**src/sv/sacl_pkg.sv**
```systemverilog
`default_nettype none

package sacl_pkg;

    // Fixed widths of the result fields and of the input and output stream data
    localparam int ADDR_FIELD_W = 16;
    localparam int WAY_FIELD_W  = 2;
    localparam int IN_TDATA_W   = 16;
    localparam int OUT_TDATA_W  = 24;

    // One lookup result, as it leaves on the output stream
    typedef struct packed {
        logic [ADDR_FIELD_W-1:0] evicted_address;
        logic                    evicted;
        logic [WAY_FIELD_W-1:0]  way_used;
        logic                    hit;
    } sacl_result_t;

    localparam int RESULT_W = $bits(sacl_result_t);

    typedef enum logic {
        POLICY_LRU = 1'b0,
        POLICY_MRU = 1'b1
    } sacl_policy_t;

endpackage

`default_nettype wire

```
**src/sv/set_assoc_cache_lookup_replace.sv**
```systemverilog
// Set-associative cache directory with LRU or MRU replacement. Each transfer on the
// input stream carries one block address; the set is taken from its low bits (SETS
// must be a power of two). Each access returns exactly one result transfer: hit, the
// way now holding the block, and on a miss into a full set the evicted flag and the
// replaced address (zero otherwise). A miss fills the lowest empty way first. The
// whole set (valid bits, addresses, ages, last used way) is one row of a synchronous
// memory with one read and one write port; the row is read at the accepting edge and
// is available in the next cycle, where it is updated and written back at the same
// edge as the result is registered. Back-to-back accesses to the same set take the
// updated row from a forwarding register, so the block sustains one access per
// clock while the result is not stalled. The result passes from the lookup stage
// into the output register; a stalled result holds the lookup stage and drops
// s_axis_tready. After reset the rows are cleared one per clock, during which
// s_axis_tready stays low. The user must write replace_policy through cfg_we/cfg_wdata
// only while no access is in flight; the block itself does not enforce this.
`default_nettype none

module set_assoc_cache_lookup_replace
    import sacl_pkg::*;
#(
    parameter int WAYS         = 4,
    parameter int SETS         = 8,
    parameter int ADDRESS_BITS = 16
) (
    input  logic                   clk,
    input  logic                   rst_n,
    input  logic                   cfg_we,
    input  logic                   cfg_wdata,      // replace_policy
    input  logic                   s_axis_tvalid,
    output logic                   s_axis_tready,
    input  logic [IN_TDATA_W-1:0]  s_axis_tdata,   // [15:0] block_address
    output logic                   m_axis_tvalid,
    input  logic                   m_axis_tready,
    // [0] hit, [2:1] way_used, [3] evicted, [19:4] evicted_address, [23:20] zero
    output logic [OUT_TDATA_W-1:0] m_axis_tdata
);

    localparam int WAY_W = $clog2(WAYS);
    localparam int SET_W = (SETS > 1) ? $clog2(SETS) : 1;
    localparam int ROW_W = WAYS * (1 + ADDRESS_BITS + WAY_W) + WAY_W;

    typedef enum logic [1:0] {
        ST_CLEAR = 2'b01,
        ST_RUN   = 2'b10
    } state_t;

    state_t state_reg, state_next;
    logic [SET_W-1:0] clr_idx_reg;
    sacl_policy_t     policy_reg;

    // lookup stage
    logic                    s1_valid_reg;
    logic [ADDRESS_BITS-1:0] s1_addr_reg;
    logic [SET_W-1:0]        s1_set_reg;
    logic                    fwd_reg;
    logic [ROW_W-1:0]        fwd_row_reg;

    // output register
    logic                    m_valid_reg;
    sacl_result_t            m_data_reg;

    // set memory
    logic [ROW_W-1:0] set_mem [SETS];
    logic [ROW_W-1:0] rdata_reg;
    logic             mem_we;
    logic [SET_W-1:0] mem_waddr;
    logic [ROW_W-1:0] mem_wdata;

    logic [ADDRESS_BITS-1:0] in_addr;
    logic [SET_W-1:0]        in_set;
    logic                    accept;
    logic                    s1_done;
    logic                    clear_last;
    logic [ROW_W-1:0]        row_cur;
    logic [ROW_W-1:0]        row_new;

    logic [WAYS-1:0]                   rd_valid, wr_valid;
    logic [WAYS-1:0][ADDRESS_BITS-1:0] rd_addr, wr_addr;
    logic [WAYS-1:0][WAY_W-1:0]        rd_age, wr_age;
    logic [WAY_W-1:0]                  rd_last, wr_last;
    sacl_result_t                      upd_result;

    assign in_addr = ADDRESS_BITS'(s_axis_tdata);
    assign in_set  = (SETS > 1) ? SET_W'(in_addr) : '0;

    // Drain the lookup stage only when the output register is free or being taken
    assign s1_done       = s1_valid_reg && (!m_valid_reg || m_axis_tready);
    assign s_axis_tready = (state_reg == ST_RUN) && (!s1_valid_reg || s1_done);
    assign accept        = s_axis_tvalid && s_axis_tready;
    assign clear_last    = (clr_idx_reg == SET_W'(SETS - 1));

    // Row written back last cycle is not yet visible in the read data: take the copy
    assign row_cur = fwd_reg ? fwd_row_reg : rdata_reg;
    assign {rd_last, rd_age, rd_addr, rd_valid} = row_cur;

    sacl_set_update #(
        .WAYS         (WAYS),
        .ADDRESS_BITS (ADDRESS_BITS),
        .WAY_W        (WAY_W)
    ) u_update (
        .addr      (s1_addr_reg),
        .policy    (policy_reg),
        .ent_valid (rd_valid),
        .ent_addr  (rd_addr),
        .ent_age   (rd_age),
        .ent_last  (rd_last),
        .new_valid (wr_valid),
        .new_addr  (wr_addr),
        .new_age   (wr_age),
        .new_last  (wr_last),
        .result    (upd_result)
    );

    assign row_new = {wr_last, wr_age, wr_addr, wr_valid};

    // Write port: zero rows while clearing, otherwise the updated row
    assign mem_we    = (state_reg == ST_CLEAR) || s1_done;
    assign mem_waddr = (state_reg == ST_CLEAR) ? clr_idx_reg : s1_set_reg;
    assign mem_wdata = (state_reg == ST_CLEAR) ? '0 : row_new;

    always_ff @(posedge clk)
    begin
        if (mem_we)
        begin
            set_mem[mem_waddr] <= mem_wdata;
        end
        if (accept)
        begin
            rdata_reg <= set_mem[in_set];
        end
    end

    always_comb
    begin
        state_next = state_reg;
        case (state_reg)
            ST_CLEAR:
            begin
                if (clear_last)
                begin
                    state_next = ST_RUN;
                end
            end
            ST_RUN:
            begin
                state_next = ST_RUN;
            end
            default:
            begin
                state_next = ST_CLEAR;
            end
        endcase
    end

    // Control state
    always_ff @(posedge clk or negedge rst_n)
    begin
        if (!rst_n)
        begin
            state_reg    <= ST_CLEAR;
            clr_idx_reg  <= '0;
            policy_reg   <= POLICY_LRU;
            s1_valid_reg <= 1'b0;
            fwd_reg      <= 1'b0;
            m_valid_reg  <= 1'b0;
        end
        else
        begin
            state_reg <= state_next;
            if (state_reg == ST_CLEAR)
            begin
                clr_idx_reg <= clr_idx_reg + 1'b1;
            end
            if (cfg_we)
            begin
                policy_reg <= sacl_policy_t'(cfg_wdata);
            end
            if (accept)
            begin
                s1_valid_reg <= 1'b1;
                fwd_reg      <= s1_done && (in_set == s1_set_reg);
            end
            else if (s1_done)
            begin
                s1_valid_reg <= 1'b0;
            end
            if (s1_done)
            begin
                m_valid_reg <= 1'b1;
            end
            else if (m_axis_tready)
            begin
                m_valid_reg <= 1'b0;
            end
        end
    end

    // Payload: hold while stalled
    always_ff @(posedge clk)
    begin
        if (accept)
        begin
            s1_addr_reg <= in_addr;
            s1_set_reg  <= in_set;
            fwd_row_reg <= row_new;
        end
        if (s1_done)
        begin
            m_data_reg <= upd_result;
        end
    end

    assign m_axis_tvalid = m_valid_reg;
    assign m_axis_tdata  = OUT_TDATA_W'(m_data_reg);

endmodule

`default_nettype wire

```
**src/sv/sacl_set_update.sv**
```systemverilog
`default_nettype none

// Compare, victim choice and recency update for one set row.
module sacl_set_update
    import sacl_pkg::*;
#(
    parameter int WAYS         = 4,
    parameter int ADDRESS_BITS = 16,
    parameter int WAY_W        = $clog2(WAYS)
) (
    input  logic [ADDRESS_BITS-1:0]            addr,
    input  sacl_policy_t                       policy,
    input  logic [WAYS-1:0]                    ent_valid,
    input  logic [WAYS-1:0][ADDRESS_BITS-1:0]  ent_addr,
    input  logic [WAYS-1:0][WAY_W-1:0]         ent_age,
    input  logic [WAY_W-1:0]                   ent_last,
    output logic [WAYS-1:0]                    new_valid,
    output logic [WAYS-1:0][ADDRESS_BITS-1:0]  new_addr,
    output logic [WAYS-1:0][WAY_W-1:0]         new_age,
    output logic [WAY_W-1:0]                   new_last,
    output sacl_result_t                       result
);

    localparam int CNT_W = WAY_W + 1;

    logic             hit;
    logic [WAY_W-1:0] hit_way;
    logic             has_empty;
    logic [WAY_W-1:0] empty_way;
    logic [WAY_W-1:0] lru_way;
    logic [WAY_W-1:0] way;
    logic [CNT_W-1:0] valid_count;
    logic [CNT_W-1:0] old_age;
    logic             evict;

    // Tag compare and empty-way search, lowest way wins
    always_comb
    begin
        hit       = 1'b0;
        hit_way   = '0;
        has_empty = 1'b0;
        empty_way = '0;
        lru_way   = '0;
        for (int k = 0; k < WAYS; k++)
        begin
            if (!hit && ent_valid[k] && ent_addr[k] == addr)
            begin
                hit     = 1'b1;
                hit_way = WAY_W'(k);
            end
            if (!has_empty && !ent_valid[k])
            begin
                has_empty = 1'b1;
                empty_way = WAY_W'(k);
            end
            // ages of a full set are a permutation of 0..WAYS-1: the oldest is unique
            if (ent_age[k] == WAY_W'(WAYS - 1))
            begin
                lru_way = WAY_W'(k);
            end
        end
    end

    assign valid_count = CNT_W'($countones(ent_valid));
    assign evict       = !hit && !has_empty;

    always_comb
    begin
        if (hit)
        begin
            way = hit_way;
        end
        else if (has_empty)
        begin
            way = empty_way;
        end
        else if (policy == POLICY_MRU)
        begin
            way = ent_last;
        end
        else
        begin
            way = lru_way;
        end
    end

    // An empty way counts as older than every valid way
    assign old_age = (!hit && has_empty) ? valid_count : {1'b0, ent_age[way]};

    always_comb
    begin
        new_valid = ent_valid;
        new_addr  = ent_addr;
        new_age   = ent_age;
        for (int k = 0; k < WAYS; k++)
        begin
            if (WAY_W'(k) == way)
            begin
                new_age[k] = '0;
                if (!hit)
                begin
                    new_valid[k] = 1'b1;
                    new_addr[k]  = addr;
                end
            end
            else if (ent_valid[k] && {1'b0, ent_age[k]} < old_age)
            begin
                new_age[k] = ent_age[k] + 1'b1;
            end
        end
    end

    assign new_last               = way;
    assign result.hit             = hit;
    assign result.way_used        = WAY_FIELD_W'(way);
    assign result.evicted         = evict;
    assign result.evicted_address = evict ? ADDR_FIELD_W'(ent_addr[way]) : '0;

endmodule

`default_nettype wire

```
**config.mk**
```make
export PLATFORM = sky130hd
export DESIGN_NAME = set_assoc_cache_lookup_replace
export DESIGN_NICKNAME = d
export VERILOG_FILES = /design/src/sv/sacl_pkg.sv /design/src/sv/set_assoc_cache_lookup_replace.sv /design/src/sv/sacl_set_update.sv
export SDC_FILE = /design/constraint.sdc
export NUM_CORES = 1
export LEC_CHECK = 0
export ABC_CLOCK_PERIOD_IN_PS = 5900
export BUFFER_PORTS_ARGS = -buffer_cell sky130_fd_sc_hd__buf_2
export CAP_MARGIN = 20
export CORE_MARGIN = 2
export CORE_UTILIZATION = 50
export CTS_CLUSTER_DIAMETER = 60
export DETAILED_ROUTE_END_ITERATION = 16
export PLACE_DENSITY = 0.66
export SLEW_MARGIN = 20
export SYNTH_ARGS = -nofsm -noshare
export SYNTH_HDL_FRONTEND = slang
export SYNTH_SLANG_ARGS = --single-unit
```
**constraint.sdc**
```tcl
create_clock -name clk -period 5.9 [get_ports clk]
set_input_delay 0.295 -clock clk [delete_from_list [all_inputs] [get_ports clk]]
set_output_delay 0.295 -clock clk [all_outputs]
set_load 0.01 [all_outputs]
```
==> results of run 1 <==
-- logic make-up (layout without fill, tap and decap cells) --
group / after synthesis / in the layout / synth area share [%]
xor+xnor: 73 / 73 / 1.861
compound gates: 141 / 141 / 2.709
buf+inv: 130 / 311 / 1.678
mux: 371 / 371 / 17.67
fa+ha+maj: 16 / 16 / 0.6044
other cells: 1 / 4 / 0.01091
simple gates: 225 / 225 / 3.499
flops: 825 / 825 / 71.96
-- where the power goes --
part	total (mW)	internal, mW	leakage [nW]	switching [mW]
clock network	5.52	3.28	1.40	2.24
registers	7.21	7.06	7.61	0.148
logic	1.74	0.652	3.67	1.09
-- layout make-up --
class	count	area (µm²)
flip-flops and latches	825	24730
well taps	882	1104
clock buffers	106	2270
clock inverters	54	636.9
multi-input cells	830	9174
inverters	24	95.09
repair buffers	127	1040
fillers	4985	29290
-- Yosys cell counts (all sizes together) (2+ instances only) --
cell type  number  area, µm²
a211o           3      26.28
a211oi         18      147.6
a21o            4      30.03
a21oi          51      255.2
a22o           10      87.58
a31oi           5      31.28
a32o            2      20.02
a32oi           2      17.52
and2            4      25.02
and3            2      12.51
buf            46      261.5
clkbuf         60      225.2
dfrtp           8      200.2
edfxtp        816      24500
ha             15      187.7
inv            24      90.08
mux2          162       1843
mux2i          39      401.6
mux4          170       3829
nand2          38      142.6
nand2b          5      33.78
nand3           7      40.04
nand3b          3      22.52
nand4           8      50.05
nor2           51      193.9
nor2b          53      331.6
nor3           11      55.05
nor3b           4      30.03
nor4           30      187.7
nor4b           2      17.52
nor4bb          2      20.02
o211ai         15      112.6
o21ai          19      98.84
o22ai           4      25.02
or4             3      22.52
xnor2          34      297.8
xor2           39      341.6
-- path summary, 6_finish.rpt --
| check | start | end | slack (ps) | cells past startpoint |
|---|---|---|---|---|
| hold reg to reg | s1_valid_reg | m_axis_tvalid | 520 | 1 |
| setup reg to reg | fwd_reg | set_mem[3][33] | 400 | 16 |
| setup / recovery | fwd_reg | set_mem[3][33] | 400 | 16 |
| max in group asynchronous | rst_n | state_reg[0] | 5570 | 2 |
| min in group clk | s_axis_tvalid | s1_valid_reg | 90 | 3 |
| hold / removal | rst_n | state_reg[1] | 60 | 2 |
-- metrics by stage --
stage / power (mW) / hold WS, ps / std cells
after floorplan: 8.428 / -0.5911 / 1785
after global placement: 9.001 / 170.0 / 2669
after detailed placement: 9.048 / 177.9 / 2670
after CTS: 14.57 / 31.79 / 2847
after global routing: 14.97 / 63.80 / 2848
final: 14.47 / 60.96 / 2848
-- routing by layer --
layer,track usage (%),vias up,routed length (µm)
met5,0,-,0
met4,6.392,0,1697
met3,4.760,112,5688
met2,35.61,645,37330
met1,32.93,9191,34210
li1,-,7472,-
-- repair_timing --
action                     in CTS  in global routing
hold endpoints to repair       25                  0
hold buffers                   17                  0
resized for setup               0                  3
setup endpoints to repair       0                 24
==> impl_metrics.py, run 1 <==
metrics = {
    "power_and_ir_drop": {
        "peakVddDrop_uv": 304.5,
        "leakagePower_nw": 12.68,
        "powerDensity_mw_per_mm2": 370.4,
    },
    "placement": {
        "place_ws_ps": 447.2,
        "dp_hpwl_um": 45890,
        "placed_area_mm2": 0.03596,
        "portBuffers": 43,
        "place_congestion": 0.9165,
    },
    "status": {
        "status": "finished clean",
    },
    "sta": {
        "finalMaxSlewViolations": 0,
        "worst_slack_ps": 395.3,
        "rsz0062_at_grt": "false",
        "worst_clock_skew_ps": 28.68,
        "hold_viol_final": 0,
        "period_needed_ps": 5505,
        "tightestPinTransition_ps": 1125,
        "period_share_pct": 93.30,
        "fmax_ghz": 0.1817,
        "setup_viol": 0,
        "setup_tns_ps": 0,
        "max_slew_margin_pct": 24.34,
    },
    "global_routing": {
        "grt.overflow.total": 0,
        "grt_max_degree": 85,
        "grt_pass1_vias": 17770,
        "antenna_found_initial": 0,
        "grt_pass1_wl_um": 117300,
        "grtUsageTotal_pct": 22.82,
    },
    "yosys": {
        "syn_area_per_cell_um2": 19.28,
        "syn-cell-area_mm2": 0.03436,
        "ys_seq_area_share_pct": 71.96,
        "synth_edf_count": 816,
        "ys_seq_elements": 825,
        "ys_types": 63,
        "async_flop_share_pct": 1.091,
        "ys_warn_count": 0,
        "synth_ff_type": "edfxtp_1",
        "syn_inst": 1782,
    },
    "layout": {
        "n_antenna_cell": 0,
        "final_common_cell": "edfxtp_1",
        "fin_nets": 1933,
        "area_delta_synth_final_pct": 13.64,
        "mostFrequentLayoutCells": "edfxtp_1, mux4_2, mux2_2, clkbuf_16, buf_4",
        "drive_gt1_share_pct": 30.06,
        "largest_reg_flops": 624,
        "final_util_pct": 57.14,
        "fin_area_mm2": 0.03905,
    },
    "critical_path": {
        "crit_buf_inv": 6,
        "cp_cell_sequence": "buf_12 > buf_4 > mux2i_1 > inv_1 > ha_1 > nor2b_1 > o31ai_1 > a21o_1 > a21boi_2 > o21ai_4 > buf_4 > inv_1 > nand2_1 > buf_12 > nor2_1 > a211oi_1",
        "cp-end-kind": "flip-flop",
        "critPathTopFamily": "buffers and inverters",
        "cp-start-kind": "flip-flop",
        "max_stage_delay_ps": 760,
        "required_ps": 6240,
        "crit_fanout": 51,
        "crit_slowest_cell": "dfrtp_4",
        "arrival_ps": 5840,
        "path_class": "flip-flop to flip-flop",
    },
    "cts": {
        "cts_root_buf": "clkbuf_16",
        "cts_buffers": 87,
        "cts.clk_slew.worst_paths_ps": 60,
        "htreeDepth": 3,
        "clock_latency_ps": 660,
        "post_cts_buffers": 0,
        "cts_tree": "yes",
        "cts_buffer_depth": 3,
        "cts.sinks": 825,
    },
    "hold_path": {
        "min_path_type": "input port to async pin",
    },
    "detailed_routing": {
        "drc": 0,
        "first_pass_iters": 5,
        "ant_nets": 0,
        "vias": 17420,
        "routed_via_density": 6.117,
        "wire_per_inst_um": 27.71,
        "drt-total-wl_um": 78930,
        "dr.first_iter.drc_count": 1737,
    },
    "flow_run": {
        "max_cap_viol_count": 0,
    },
    "floorplan": {
        "io_pins": 48,
        "start_util_pct": 50.28,
        "die_height_um": 266.2,
        "die-area_mm2": 0.07084,
        "die_w_um": 266.2,
        "core_area_mm2": 0.06835,
        "fp-row-count": 96,
    },
}
No activity file was read; power rests on OpenSTA's default activity.
==> run 2: changes to the inputs <==
RECOVER_POWER = 50   (was not set)
==> impl_metrics.py, run 2 (synthesis results as in run 1) <==
metrics = {
    "cts": {
        "cts_buffers": 87,
        "cts_buffer_depth": 3,
        "cts_tree": "yes",
        "cts.sinks": 825,
        "htreeDepth": 3,
        "cts_root_buf": "clkbuf_16",
        "post_cts_buffers": 0,
        "cts.clk_slew.worst_paths_ps": 60,
        "clock_latency_ps": 660,
    },
    "critical_path": {
        "cp-start-kind": "flip-flop",
        "crit_fanout": 51,
        "reg2reg_depth": 16,
        "arrival_ps": 5820,
        "path_class": "flip-flop to flip-flop",
        "cp-end-kind": "flip-flop",
        "required_ps": 6240,
    },
    "detailed_routing": {
        "routed_via_density": 6.131,
        "dr.first_iter.drc_count": 1817,
        "first_pass_iters": 6,
        "ant_nets": 0,
        "vias": 17460,
        "drc": 0,
        "wire_per_inst_um": 27.78,
        "drt-total-wl_um": 79110,
    },
    "floorplan": {
        "io_pins": 48,
        "fp-row-count": 96,
        "die_w_um": 266.2,
        "start_util_pct": 50.28,
        "die-area_mm2": 0.07084,
        "core_area_mm2": 0.06835,
        "die_height_um": 266.2,
    },
    "sta": {
        "tightestPinTransition_ps": 5033,
        "setup_tns_ps": 0,
        "whs_ps": 59.15,
        "fmax_ghz": 0.1824,
        "hold_viol_final": 0,
        "setup_viol": 0,
        "max_slew_margin_pct": -235.5,
        "period_share_pct": 92.92,
        "period_needed_ps": 5483,
        "finalMaxSlewViolations": 631,
        "rsz0062_at_grt": "false",
        "worst_clock_skew_ps": 30.52,
    },
    "power_and_ir_drop": {
        "switchingPower_mw": 3.479,
        "peakVddDrop_uv": 304.1,
        "pwr-share-clk_pct": 38.1,
        "p_seq_share_pct": 49.8,
        "p_sw_share_pct": 24.01,
        "leakagePower_nw": 12.57,
        "powerDensity_mw_per_mm2": 372.4,
        "internal_power_mw": 11.01,
        "p_comb_share_pct": 12.1,
    },
    "layout": {
        "final_common_cell": "edfxtp_1",
        "mostFrequentLayoutCells": "edfxtp_1, mux4_2, mux2_2, clkbuf_16, nor2b_1",
        "largest_reg_flops": 624,
        "drive_gt1_share_pct": 27.67,
        "n_antenna_cell": 0,
        "fin_nets": 1933,
        "area_delta_synth_final_pct": 13.20,
        "final_util_pct": 56.91,
    },
    "global_routing": {
        "grt_pass1_wl_um": 117300,
        "grt_max_degree": 85,
        "grtUsageTotal_pct": 22.82,
        "grt.overflow.total": 0,
        "antenna_found_initial": 0,
        "grt_pass1_vias": 17770,
    },
    "flow_run": {
        "max_cap_viol_count": 16,
    },
    "placement": {
        "dp_hpwl_um": 45890,
        "portBuffers": 43,
        "place_congestion": 0.9165,
    },
    "status": {
        "violations": "capacitance limit, slew limit",
        "status": "finished, violations left",
    },
    "hold_path": {
        "min_path_type": "input port to flip-flop",
        "whs_path_depth": 3,
    },
}
[run 2: cell count changes in the layout (fill, tap and decap cells not counted), moves of 2 or more]
cell | previous run | this run
buf_2 | 41 | 14
clkbuf_4 | 0 | 3
clkbuf_1 | 18 | 49
buf_4 | 55 | 43
nor2_1 | 42 | 46
buf_12 | 11 | 9
mux2_2 | 155 | 145
nor2_4 | 8 | 4
clkbuf_2 | 1 | 10
mux2_1 | 2 | 12
[run 2: metal layers]
layer  vias to the layer above  GRT usage [%]  part of all wire (%)
met2                       658          35.61                    47
met1                      9216          32.93                    43
met4                         0          6.392                   2.2
met3                       117          4.760                   7.5
met5                         -              0                     0
li1                       7469              -                     -
[run 2: final timing paths]
check | slack [ps] | endpoint | startpoint
min | 60 | s1_valid_reg | s_axis_tvalid
min in group asynchronous | 170 | state_reg[1] | rst_n
max reg2reg | 420 | set_mem[3][33] | fwd_reg
max | 420 | set_mem[3][33] | fwd_reg
max in group asynchronous | 5280 | fwd_reg | rst_n
min reg2reg | 520 | m_axis_tvalid | s1_valid_reg
[run 2: worst max-delay path, cell delays in order, from the launching register on]
cell and delay [ps]:
dfrtp_4 760, buf_12 270, buf_4 160, mux2i_1 380, inv_1 150, ha_1 200, nor2b_1 130, o31ai_1 270
a21o_1 220, a21boi_2 100, o21ai_4 190, buf_4 610, inv_1 250, nand2_1 290, buf_12 270, nor2_1 80
a211oi_1 730
[run 2: power by group through the flow]
| stage | registers [mW] | logic [mW] | clock network [mW] |
|---|---|---|---|
| 2_1_floorplan | 7.26 | 1.17 | 0 |
| 5_1_grt | 7.24 | 1.90 | 5.85 |
| 3_3_place_gp | 7.32 | 1.68 | 0 |
| 6_report | 7.22 | 1.75 | 5.52 |
| 3_5_place_dp | 7.32 | 1.73 | 0 |
| 4_1_cts | 7.20 | 1.74 | 5.63 |
[run 2: final cells by class]
| type | count | area (µm²) |
|---|---|---|
| fillers | 5022 | 29450 |
| clock inverters | 54 | 636.9 |
| well taps | 882 | 1104 |
| multi-input cells | 830 | 9131 |
| repair buffers | 127 | 932.1 |
| flip-flops and latches | 825 | 24730 |
| inverters | 24 | 91.34 |
| clock buffers | 106 | 2270 |
[run 2: per-stage QoR]
step | instances | setup WS, ps | total power, mW | cell area (µm²)
floorplan | 1785 | 673.8 | 8.428 | 34380
global placement | 2669 | 606.7 | 9.001 | 35940
detailed placement | 2670 | 447.2 | 9.048 | 35960
CTS | 2847 | 425.4 | 14.57 | 39030
global route | 2848 | 27.96 | 14.99 | 38900
finish | 2848 | 417.5 | 14.49 | 38900
[run 2: timing repair]
item / in CTS / in global routing
hold buffers: 17 / 0
hold endpoints to repair: 25 / 0
endpoints found under the setup margin: 0 / 24
resized for setup: 0 / 3
